==> src/design/jfsc_pkg.sv <==
// Shared types, constants and a helper function for the joystick frame signal control block.
`timescale 1ns / 1ps

package jfsc_pkg;

    localparam int FRAME_LEN   = 10;
    localparam int QUEUE_DEPTH = 2;

    localparam logic [7:0] MARK_A   = 8'hFA;
    localparam logic [7:0] MARK_B   = 8'hFB;
    localparam logic [7:0] MARK_END = 8'hFE;
    localparam logic [7:0] AXIS_LIMIT = 8'd100;
    localparam logic [7:0] SGN_NEG_A  = 8'hFF;
    localparam logic [7:0] SGN_NEG_B  = 8'h01;

    localparam int BTN_LEFT   = 0;
    localparam int BTN_RIGHT  = 1;
    localparam int BTN_HEAD   = 2;
    localparam int BTN_HAZARD = 3;
    localparam int BTN_ZERO   = 4;

    // Input item kinds.
    localparam logic [1:0] OP_BYTE  = 2'd0;
    localparam logic [1:0] OP_STEER = 2'd1;
    localparam logic [1:0] OP_STOP  = 2'd2;

    // Result status codes.
    localparam logic [2:0] ST_NON_FRAME = 3'd0;
    localparam logic [2:0] ST_SUM_OK    = 3'd1;
    localparam logic [2:0] ST_SUM_BAD   = 3'd2;
    localparam logic [2:0] ST_MARKER    = 3'd3;
    localparam logic [2:0] ST_LENGTH    = 3'd4;

    // Turn signal modes.
    localparam logic [1:0] SIG_OFF    = 2'd0;
    localparam logic [1:0] SIG_LEFT   = 2'd1;
    localparam logic [1:0] SIG_RIGHT  = 2'd2;
    localparam logic [1:0] SIG_HAZARD = 2'd3;

    // Register indexes on the configuration port.
    localparam logic [1:0] REG_THRESHOLD = 2'd0;
    localparam logic [1:0] REG_INVERT    = 2'd1;
    localparam logic [1:0] REG_INV_REV   = 2'd2;

    localparam logic [9:0] THRESHOLD_RESET = 10'd60;

    typedef enum logic [1:0] {
        EV_FRAME,
        EV_REJECT,
        EV_STEER,
        EV_STOP
    } ev_kind_t;

    typedef struct packed {
        ev_kind_t           kind;
        logic [2:0]         status;
        logic signed [7:0]  turn;
        logic signed [7:0]  linear;
        logic [7:0]         buttons;
        logic signed [11:0] angle;
    } jfsc_event_t;

    typedef struct packed {
        logic [9:0] threshold;
        logic       invert_turn;
        logic       invert_turn_reversing;
    } jfsc_cfg_t;

    // Sign-plus-magnitude or signed-byte axis, clamped to the axis limit.
    function automatic logic signed [7:0] axis_decode(input logic [7:0] sgn,
                                                      input logic [7:0] mag);
        logic signed [7:0] a;
        if (mag <= AXIS_LIMIT) begin
            if (sgn == SGN_NEG_A || sgn == SGN_NEG_B) begin
                a = -$signed(mag);
            end else begin
                a = $signed(mag);
            end
        end else if (!mag[7]) begin
            a = $signed(AXIS_LIMIT);
        end else if ($signed(mag) < -$signed(AXIS_LIMIT)) begin
            a = -$signed(AXIS_LIMIT);
        end else begin
            a = $signed(mag);
        end
        return a;
    endfunction

endpackage

==> src/design/jfsc_front.sv <==
// Front end: assembles message bytes, checks the frame and classifies items into events.
`timescale 1ns / 1ps

module jfsc_front
    import jfsc_pkg::*;
(
    input  logic               aclk,
    input  logic               aresetn,
    input  logic               accept,
    input  logic [1:0]         op,
    input  logic [7:0]         data_byte,
    input  logic               last_of_message,
    input  logic signed [11:0] wheel_angle,
    output logic               push,
    output jfsc_event_t        event_out
);

    logic [3:0] byte_position_reg, byte_position_next;
    logic [7:0] running_sum_reg, running_sum_next;
    logic [7:0] frame_bytes_reg [FRAME_LEN];

    logic       is_byte;
    logic [3:0] count;

    assign is_byte = accept && (op == OP_BYTE);
    assign count   = (byte_position_reg < 4'd11) ? byte_position_reg + 4'd1
                                                 : byte_position_reg;

    always_comb begin
        byte_position_next = byte_position_reg;
        running_sum_next   = running_sum_reg;
        if (is_byte) begin
            byte_position_next = count;
            if (byte_position_reg < 4'd8) begin
                running_sum_next = running_sum_reg + data_byte;
            end
            if (last_of_message) begin
                byte_position_next = '0;
                running_sum_next   = '0;
            end
        end
    end

    always_comb begin
        event_out.kind    = EV_STOP;
        event_out.status  = ST_NON_FRAME;
        event_out.turn    = axis_decode(frame_bytes_reg[2], frame_bytes_reg[3]);
        event_out.linear  = axis_decode(frame_bytes_reg[4], frame_bytes_reg[5]);
        event_out.buttons = frame_bytes_reg[6];
        event_out.angle   = wheel_angle;
        push              = 1'b0;
        unique case (op)
            OP_BYTE: begin
                push = accept && last_of_message;
                // The final byte is checked straight from the bus, not from storage.
                if (count != 4'(FRAME_LEN)) begin
                    event_out.kind   = EV_REJECT;
                    event_out.status = ST_LENGTH;
                end else if (frame_bytes_reg[0] != MARK_A || frame_bytes_reg[1] != MARK_B ||
                             data_byte != MARK_END) begin
                    event_out.kind   = EV_REJECT;
                    event_out.status = ST_MARKER;
                end else begin
                    event_out.kind   = EV_FRAME;
                    event_out.status = (frame_bytes_reg[8] == running_sum_reg) ? ST_SUM_OK
                                                                               : ST_SUM_BAD;
                end
            end
            OP_STEER: begin
                push           = accept;
                event_out.kind = EV_STEER;
            end
            OP_STOP: begin
                push           = accept;
                event_out.kind = EV_STOP;
            end
            default: begin
                push = 1'b0;
            end
        endcase
    end

    always_ff @(posedge aclk) begin
        if (!aresetn) begin
            byte_position_reg <= '0;
            running_sum_reg   <= '0;
        end else begin
            byte_position_reg <= byte_position_next;
            running_sum_reg   <= running_sum_next;
        end
    end

    always_ff @(posedge aclk) begin
        if (is_byte && byte_position_reg < 4'(FRAME_LEN)) begin
            frame_bytes_reg[byte_position_reg] <= data_byte;
        end
    end

`ifndef ASSERT_OFF
    assert property (@(posedge aclk) disable iff (!aresetn)
        byte_position_reg <= 4'd11)
        else $error("byte position ran past saturation");

    assert property (@(posedge aclk) disable iff (!aresetn)
        is_byte && last_of_message |=> byte_position_reg == 4'd0 && running_sum_reg == 8'd0)
        else $error("frame assembly did not restart after the last byte");
`endif

endmodule

==> src/design/jfsc_queue.sv <==
// Short event queue between the front end and the back end.
`timescale 1ns / 1ps

module jfsc_queue
    import jfsc_pkg::*;
#(
    parameter int DEPTH = QUEUE_DEPTH
) (
    input  logic        aclk,
    input  logic        aresetn,
    input  logic        push,
    input  jfsc_event_t push_data,
    output logic        full,
    input  logic        pop,
    output logic        valid,
    output jfsc_event_t pop_data
);

    localparam int PW = (DEPTH > 1) ? $clog2(DEPTH) : 1;
    localparam int CW = $clog2(DEPTH + 1);

    jfsc_event_t entries_reg [DEPTH];
    logic [PW-1:0] wr_ptr_reg, wr_ptr_next;
    logic [PW-1:0] rd_ptr_reg, rd_ptr_next;
    logic [CW-1:0] count_reg, count_next;
    logic          do_push, do_pop;

    assign full     = (count_reg == CW'(DEPTH));
    assign valid    = (count_reg != '0);
    assign do_push  = push && !full;
    assign do_pop   = pop && valid;
    assign pop_data = entries_reg[rd_ptr_reg];

    always_comb begin
        wr_ptr_next = wr_ptr_reg;
        rd_ptr_next = rd_ptr_reg;
        count_next  = count_reg;
        if (do_push) begin
            wr_ptr_next = (wr_ptr_reg == PW'(DEPTH - 1)) ? '0 : wr_ptr_reg + 1'b1;
        end
        if (do_pop) begin
            rd_ptr_next = (rd_ptr_reg == PW'(DEPTH - 1)) ? '0 : rd_ptr_reg + 1'b1;
        end
        if (do_push && !do_pop) begin
            count_next = count_reg + 1'b1;
        end else if (do_pop && !do_push) begin
            count_next = count_reg - 1'b1;
        end
    end

    always_ff @(posedge aclk) begin
        if (!aresetn) begin
            wr_ptr_reg <= '0;
            rd_ptr_reg <= '0;
            count_reg  <= '0;
        end else begin
            wr_ptr_reg <= wr_ptr_next;
            rd_ptr_reg <= rd_ptr_next;
            count_reg  <= count_next;
        end
    end

    always_ff @(posedge aclk) begin
        if (do_push) begin
            entries_reg[wr_ptr_reg] <= push_data;
        end
    end

`ifndef ASSERT_OFF
    assert property (@(posedge aclk) disable iff (!aresetn)
        count_reg <= CW'(DEPTH))
        else $error("queue count exceeds depth");

    assert property (@(posedge aclk) disable iff (!aresetn)
        do_push && !do_pop |=> count_reg == $past(count_reg) + 1'b1)
        else $error("queue count did not follow a lone push");
`endif

endmodule

==> src/design/jfsc_back.sv <==
// Back end: applies events to the axis, signal and headlight state and holds the result beat.
`timescale 1ns / 1ps

module jfsc_back
    import jfsc_pkg::*;
(
    input  logic        aclk,
    input  logic        aresetn,
    input  jfsc_cfg_t   cfg,
    input  logic        ev_valid,
    input  jfsc_event_t ev,
    output logic        ev_pop,
    output logic        m_tvalid,
    input  logic        m_tready,
    output logic [2:0]  out_status,
    output logic [7:0]  out_linear,
    output logic [7:0]  out_turn,
    output logic [1:0]  out_signal,
    output logic        out_headlights,
    output logic        out_zero_req,
    output logic        out_cancelled
);

    logic [7:0]        prev_buttons_reg, prev_buttons_next;
    logic [1:0]        signal_reg, signal_next;
    logic              headlight_reg, headlight_next;
    logic [1:0]        tracked_reg, tracked_next;
    logic              was_outside_reg, was_outside_next;
    logic signed [7:0] linear_reg, linear_next;
    logic signed [7:0] turn_reg, turn_next;

    logic              m_tvalid_reg;
    logic [2:0]        status_reg;
    logic              zero_req_reg, zero_req_next;
    logic              cancelled_reg, cancelled_next;

    logic [7:0]         pressed;
    logic signed [7:0]  turn_inv;
    logic signed [12:0] angle_ext;
    logic signed [12:0] thr_ext;
    logic               outside_now;

    assign ev_pop    = ev_valid && (!m_tvalid_reg || m_tready);
    assign pressed   = ev.buttons & ~prev_buttons_reg;
    assign angle_ext = 13'(ev.angle);
    assign thr_ext   = $signed({3'b000, cfg.threshold});

    always_comb begin
        turn_inv = cfg.invert_turn ? -ev.turn : ev.turn;
        if (cfg.invert_turn_reversing && ev.linear < 0) begin
            turn_inv = -turn_inv;
        end
    end

    always_comb begin
        if (signal_reg == SIG_LEFT) begin
            outside_now = angle_ext < -thr_ext;
        end else begin
            outside_now = angle_ext > thr_ext;
        end
    end

    always_comb begin
        prev_buttons_next = prev_buttons_reg;
        signal_next       = signal_reg;
        headlight_next    = headlight_reg;
        tracked_next      = tracked_reg;
        was_outside_next  = was_outside_reg;
        linear_next       = linear_reg;
        turn_next         = turn_reg;
        zero_req_next     = 1'b0;
        cancelled_next    = 1'b0;
        unique case (ev.kind)
            EV_FRAME: begin
                linear_next = ev.linear;
                turn_next   = turn_inv;
                // Buttons act in this order, each seeing the mode left by the one before.
                if (pressed[BTN_LEFT]) begin
                    signal_next = (signal_next == SIG_LEFT) ? SIG_OFF : SIG_LEFT;
                end
                if (pressed[BTN_RIGHT]) begin
                    signal_next = (signal_next == SIG_RIGHT) ? SIG_OFF : SIG_RIGHT;
                end
                if (pressed[BTN_HAZARD]) begin
                    signal_next = (signal_next == SIG_HAZARD) ? SIG_OFF : SIG_HAZARD;
                end
                if (pressed[BTN_HEAD]) begin
                    headlight_next = !headlight_reg;
                end
                if (pressed[BTN_ZERO]) begin
                    zero_req_next = 1'b1;
                    linear_next   = '0;
                    turn_next     = '0;
                end
                prev_buttons_next = ev.buttons;
            end
            EV_REJECT: begin
            end
            EV_STEER: begin
                if (signal_reg != SIG_LEFT && signal_reg != SIG_RIGHT) begin
                    tracked_next     = signal_reg;
                    was_outside_next = 1'b0;
                end else begin
                    // Cancel once the wheel comes back inside the threshold.
                    if (signal_reg != tracked_reg) begin
                        tracked_next = signal_reg;
                    end else if (was_outside_reg && !outside_now) begin
                        signal_next    = SIG_OFF;
                        tracked_next   = SIG_OFF;
                        cancelled_next = 1'b1;
                    end
                    was_outside_next = outside_now;
                end
            end
            EV_STOP: begin
                linear_next       = '0;
                turn_next         = '0;
                prev_buttons_next = '0;
            end
            default: begin
            end
        endcase
    end

    always_ff @(posedge aclk) begin
        if (!aresetn) begin
            prev_buttons_reg <= '0;
            signal_reg       <= SIG_OFF;
            headlight_reg    <= 1'b0;
            tracked_reg      <= SIG_OFF;
            was_outside_reg  <= 1'b0;
            linear_reg       <= '0;
            turn_reg         <= '0;
            m_tvalid_reg     <= 1'b0;
        end else begin
            if (ev_pop) begin
                prev_buttons_reg <= prev_buttons_next;
                signal_reg       <= signal_next;
                headlight_reg    <= headlight_next;
                tracked_reg      <= tracked_next;
                was_outside_reg  <= was_outside_next;
                linear_reg       <= linear_next;
                turn_reg         <= turn_next;
                m_tvalid_reg     <= 1'b1;
            end else if (m_tready) begin
                m_tvalid_reg <= 1'b0;
            end
        end
    end

    always_ff @(posedge aclk) begin
        if (ev_pop) begin
            status_reg    <= ev.status;
            zero_req_reg  <= zero_req_next;
            cancelled_reg <= cancelled_next;
        end
    end

    assign m_tvalid       = m_tvalid_reg;
    assign out_status     = status_reg;
    assign out_linear     = linear_reg;
    assign out_turn       = turn_reg;
    assign out_signal     = signal_reg;
    assign out_headlights = headlight_reg;
    assign out_zero_req   = zero_req_reg;
    assign out_cancelled  = cancelled_reg;

`ifndef ASSERT_OFF
    assert property (@(posedge aclk) disable iff (!aresetn)
        m_tvalid_reg && cancelled_reg |-> status_reg == ST_NON_FRAME && signal_reg == SIG_OFF)
        else $error("cancel pulse on a beat that is not a steering result");

    assert property (@(posedge aclk) disable iff (!aresetn)
        m_tvalid_reg && zero_req_reg |-> linear_reg == 8'sd0 && turn_reg == 8'sd0)
        else $error("zero request left the axes set");
`endif

endmodule

==> src/design/joystick_frame_signal_control.sv <==
// Top level of the joystick frame signal control block: ports, configuration registers, wiring.
`timescale 1ns / 1ps

// Items arrive on the s_ stream: s_tuser carries the item kind (message byte, steering
// sample, stop), s_tlast marks the final byte of a message. Each closing message byte,
// steering sample and stop gives one result beat on the m_ stream; bytes that are not
// last and unused kinds give none. m_tuser carries the frame status, m_tdata the axes,
// signal mode, headlight state and the two pulses.
// The front end takes one item per cycle while s_tready is high and classifies it into an
// event; a two-entry event queue feeds the back end, which applies one event per cycle into
// the output register while m_tready is high. A result is registered in the queue and then
// in the output register before it shows on m_tvalid; while m_tready is high the block
// sustains one item per cycle. When the receiver stalls, the result is held and the queue
// absorbs up to two more events; s_tready drops only once the queue is full.
// Reset clears the frame assembly, button history, axes, signal and headlight state and
// loads the configuration defaults (threshold 60, both inversions on); pready is always high.
// The user writes the APB port only while the block is idle; the block does not enforce it.
module joystick_frame_signal_control
    import jfsc_pkg::*;
#(
    parameter int QUEUE_DEPTH_P = QUEUE_DEPTH
) (
    input  logic        aclk,
    input  logic        aresetn,
    // s_tdata: data_byte [7:0], wheel_angle [19:8], zero pad [23:20]
    input  logic [23:0] s_tdata,
    // s_tuser: op [1:0]
    input  logic [1:0]  s_tuser,
    input  logic        s_tlast,
    input  logic        s_tvalid,
    output logic        s_tready,
    // m_tdata: linear_axis [7:0], turn_axis [15:8], signal_mode [17:16],
    // headlights_on [18], zero_steer_request [19], signal_cancelled [20], zero pad [23:21]
    output logic [23:0] m_tdata,
    // m_tuser: status [2:0]
    output logic [2:0]  m_tuser,
    output logic        m_tvalid,
    input  logic        m_tready,
    input  logic        psel,
    input  logic        penable,
    input  logic        pwrite,
    input  logic [3:0]  paddr,
    input  logic [31:0] pwdata,
    output logic [31:0] prdata,
    output logic        pready
);

    jfsc_cfg_t   cfg_reg;
    jfsc_event_t front_event;
    jfsc_event_t queue_event;
    logic        front_push;
    logic        queue_full;
    logic        queue_valid;
    logic        queue_pop;
    logic        cfg_write;

    logic [2:0]  out_status;
    logic [7:0]  out_linear;
    logic [7:0]  out_turn;
    logic [1:0]  out_signal;
    logic        out_headlights;
    logic        out_zero_req;
    logic        out_cancelled;

    assign pready    = 1'b1;
    assign cfg_write = psel && penable && pwrite && pready;
    assign s_tready  = !queue_full;

    always_ff @(posedge aclk) begin
        if (!aresetn) begin
            cfg_reg.threshold             <= THRESHOLD_RESET;
            cfg_reg.invert_turn           <= 1'b1;
            cfg_reg.invert_turn_reversing <= 1'b1;
        end else if (cfg_write) begin
            unique case (paddr[3:2])
                REG_THRESHOLD: cfg_reg.threshold             <= pwdata[9:0];
                REG_INVERT:    cfg_reg.invert_turn           <= pwdata[0];
                REG_INV_REV:   cfg_reg.invert_turn_reversing <= pwdata[0];
                default: begin
                end
            endcase
        end
    end

    always_comb begin
        unique case (paddr[3:2])
            REG_THRESHOLD: prdata = {22'd0, cfg_reg.threshold};
            REG_INVERT:    prdata = {31'd0, cfg_reg.invert_turn};
            REG_INV_REV:   prdata = {31'd0, cfg_reg.invert_turn_reversing};
            default:       prdata = '0;
        endcase
    end

    jfsc_front u_front (
        .aclk            (aclk),
        .aresetn         (aresetn),
        .accept          (s_tvalid && s_tready),
        .op              (s_tuser),
        .data_byte       (s_tdata[7:0]),
        .last_of_message (s_tlast),
        .wheel_angle     ($signed(s_tdata[19:8])),
        .push            (front_push),
        .event_out       (front_event)
    );

    jfsc_queue #(
        .DEPTH (QUEUE_DEPTH_P)
    ) u_queue (
        .aclk      (aclk),
        .aresetn   (aresetn),
        .push      (front_push),
        .push_data (front_event),
        .full      (queue_full),
        .pop       (queue_pop),
        .valid     (queue_valid),
        .pop_data  (queue_event)
    );

    jfsc_back u_back (
        .aclk           (aclk),
        .aresetn        (aresetn),
        .cfg            (cfg_reg),
        .ev_valid       (queue_valid),
        .ev             (queue_event),
        .ev_pop         (queue_pop),
        .m_tvalid       (m_tvalid),
        .m_tready       (m_tready),
        .out_status     (out_status),
        .out_linear     (out_linear),
        .out_turn       (out_turn),
        .out_signal     (out_signal),
        .out_headlights (out_headlights),
        .out_zero_req   (out_zero_req),
        .out_cancelled  (out_cancelled)
    );

    assign m_tuser = out_status;
    assign m_tdata = {3'b000, out_cancelled, out_zero_req, out_headlights, out_signal,
                      out_turn, out_linear};

endmodule

==> config.mk <==
export PLATFORM = sky130hd
export DESIGN_NAME = joystick_frame_signal_control
export DESIGN_NICKNAME = d
export VERILOG_FILES = /design/src/design/jfsc_pkg.sv /design/src/design/jfsc_front.sv /design/src/design/jfsc_queue.sv /design/src/design/jfsc_back.sv /design/src/design/joystick_frame_signal_control.sv
export SDC_FILE = /design/constraint.sdc
export NUM_CORES = 1
export LEC_CHECK = 0
export BUFFER_PORTS_ARGS = -buffer_cell sky130_fd_sc_hd__buf_2
export CORE_MARGIN = 8
export CORE_UTILIZATION = 49
export DETAILED_ROUTE_END_ITERATION = 10
export GPL_TIMING_DRIVEN = 0
export PLACE_DENSITY = 0.7
export RECOVER_POWER = 25
export SLEW_MARGIN = 20
export SYNTH_ARGS = -nofsm -noshare
export SYNTH_HDL_FRONTEND = slang
export SYNTH_SLANG_ARGS = --single-unit
==> constraint.sdc <==
create_clock -name aclk -period 8.13 [get_ports aclk]
set_clock_uncertainty 0.05 [all_clocks]
set_input_delay 1.2195 -clock aclk [delete_from_list [all_inputs] [get_ports aclk]]
set_output_delay 1.2195 -clock aclk [all_outputs]
set_load 0.01 [all_outputs]
==> results.md <==
* Ports at 132
* Clk root buf: clkbuf_16
* Syn. warnings at 0
* Synth top area cells: edfxtp_1 44%, dfxtp_1 12%, ha_1 6.1%
* Req. time, crit path at 8.44 ns
* Placed instance area at 10600 sq um
* Hold buffers post-CTS at 0
* NumNets Final at 1095
* Layout cell share with drive strength beyond 1 at 15.9%
* Unrepaired setup endpoints after global routing: no
* Final wirelength at 20100 um
* Slowest stage delay, CP at 0.61 ns
* Clk Latency, worst-skew pair at 0.43 ns
* Max-slew violations at 0
* Worst reg2reg endpoint: u_back.out_linear[2]
* Vias per std cell at 5.19
* Worst Tran Pin Value at 0.811 ns
* First-pass GRT wire length at 32000 um
* Number of DRC markers in iteration 0 at 384
* GRT overflow at 0
* Most numerous cell in the Yosys netlist: edfxtp_1
* Critical path fanouts, max at 10
* Crit path max-delay cell type: buf_1
* Core Region at 19500 sq um
* Die Y at 157 um
* R2R depth at 13
* Slew HR at 45.7%
* CTS tree: built
* Startpoint Class: flop
* Antenna cell count at 0
* Hold Startpoint: u_front.frame_bytes_reg[6][0]
* DIE AREA at 24500 sq um
* DRT antenna net count at 0
* Clock Tree Buf Depth at 2
* Seq cells post-synth at 199
* HPWL Detailed at 14900 um
* CP Buf/Inv Count at 6
* Flop-to-flop setup slack at 4.16 ns
* Final hold vios at 0
* # setup viols final at 0
* Hold Path End: u_queue.entries_reg[0][12]
* PwrDens at 237 nW/um^2
* Maximum clock frequency at 0.252 GHz
* # DRC at 0
* Worst slack, placed at 4.09 ns
* Hold WC Path Type: flop to flop
* Final worst slack at 4.16 ns
* Vias in the first global route at 6207
* Largest net degree at the start of global routing at 30
* Non-Filler Cell Area, Final at 11100 sq um
* Maximum vdd drop at 0.000144 V
* CP top delay family: buffers and inverters
* Syn_area_per_cell at 11.4 sq um
* Cell count of the worst hold path at 0
* Hold slack at 0.401 ns
* Max FFs per register at 76
* Post-Syn Instances at 851
* Status: finished, final reports clean
* Pwr Total at 0.00264 W
* Gpl congestion at 0.839
* Count of cell types in the netlist at 70
* Via count at 6517
* Worst-path cell chain: buf_4 > buf_6 > buf_4 > buf_1 > mux2i_1 > ha_1 > or3_1 > clkbuf_1 > or3_1 > clkbuf_1 > nor2_1 > a21oi_1 > nor2_1
* Inst Count DP at 1223
* Post-CTS Setup Inserts at 0
* Clock sink count at 199
* Initial Util at 49.8%
* Width of the die at 157 um
* EDFF count, synth at 142
* Ys async rst share at 0%
* IO Port Bufs at 75
* Row cnt at 51
* Part of the cycle the worst path needs at 48.8%
* H-tree depth at 4
* Clock-pin slew on the worst setup and hold paths at 0.07 ns
* CP Capture Type: flop
* All-Layer GR Usage at 16.7%
* Post-CTS sizing at 0
* Mapped Area at 9690 sq um
* Post-synth top area share at 44.0%
* Arrival time worst endpoint at 4.28 ns
* Wirelength per Cell at 16.0 um
* Total CTS buffers at 17
* Area delta synth->final at 14.9%
* Drt pass-1 iters at 5
* Final Non-Filler Cells at 1255
* Post-layout min period at 3.97 ns
* Area leader, netlist: edfxtp_1
* Most used flip-flop cell after synthesis: edfxtp_1
* Leak at 4.20 nW
* Initial antenna violation count at 0
* Crit Path Class: flop to flop
* MaxCap Viol Count at 0
* Commonest cells post-synth: 142 x edfxtp_1, 81 x nor2_1, 57 x dfxtp_1, 57 x nand2_1, 47 x ha_1
* Post-synthesis sequential area ratio at 55.8%
-- per-stage QoR --
stage               TNS, ns  utilization [%]
floorplan                 0                -
global placement     -10.25             53.9
detailed placement        0             54.3
CTS                       0             57.4
global route              0             57.2
finish                    0             57.2
-- placed cells by master (no fill, tap or decap), types with 6 or more instances in the layout --
cell and n:
clkbuf_16 17, a31oi_1 8, a22oi_1 11, and3_1 8
and2_1 9, buf_4 34, nor3_1 33, a21o_1 6
a21oi_1 37, nand2b_1 9, dfxtp_1 57, nand4_1 14
nor2b_1 14, inv_1 34, xnor2_1 27, mux2i_1 33
a21boi_0 6, o21ai_1 19, xor2_1 11, o21ai_0 18
edfxtp_1 142, nand2_1 57, conb_1 26, clkbuf_1 40
nor2_1 81, ha_1 47, or3_1 6, buf_2 63
mux2_2 16, nand3_1 18
-- worst max-delay path by stage --
stage	startpoint	end	slack, ns	depth (start not counted)
CTS	flop	u_back.out_linear[2]	4.08	13
global placement	s_tuser[1]	u_queue.entries_reg[0][5]	-0.27	5
finish	flop	u_back.out_linear[2]	4.16	13
global route	flop	u_back.out_turn[0]	3.83	13
detailed placement	flop	u_back.out_linear[2]	4.09	13
floorplan	s_tuser[1]	u_queue.entries_reg[0][0]	2.18	4
-- cell families after synthesis --
| group | count (synthesis) | share of synthesized area [%] |
|---|---|---|
| multiplexers | 51 | 5.65 |
| XOR/XNOR | 39 | 3.72 |
| adder cells (fa/ha/maj) | 48 | 6.27 |
| AO/OA/AOI/OAI | 145 | 9.62 |
| AND/OR/NAND/NOR | 277 | 14.1 |
| other | 2 | 0.0775 |
| flip-flops | 199 | 55.8 |
| buffers and inverters | 90 | 4.78 |
-- per-layer routing --
layer  track usage, %  vias up  share of wire (%)
li1                 -     3310                  -
met3             3.09       21                4.2
met5                0        -                  0
met4             5.45        0                1.6
met1             21.3     3066                 46
met2             28.1      120                 48
-- power breakdown --
| part | switching (W) | internal [W] |
|---|---|---|
| registers | 0.0000318 | 0.00115 |
| logic | 0.000344 | 0.000248 |
| clock network | 0.000373 | 0.000488 |
-- area by class of cell --
class                           instances  area (sq um)
Buffer                                 56           335
Sequential cell                       199          5410
Timing Repair Buffer                   83           417
Clock buffer                           18           429
Tap cell                              265           332
Fill cell                            1647          8320
Multi-Input combinational cell        586          3920
Clock inverter                         14           173
Inverter                               34           128
(Power assumes the default switching activity.)
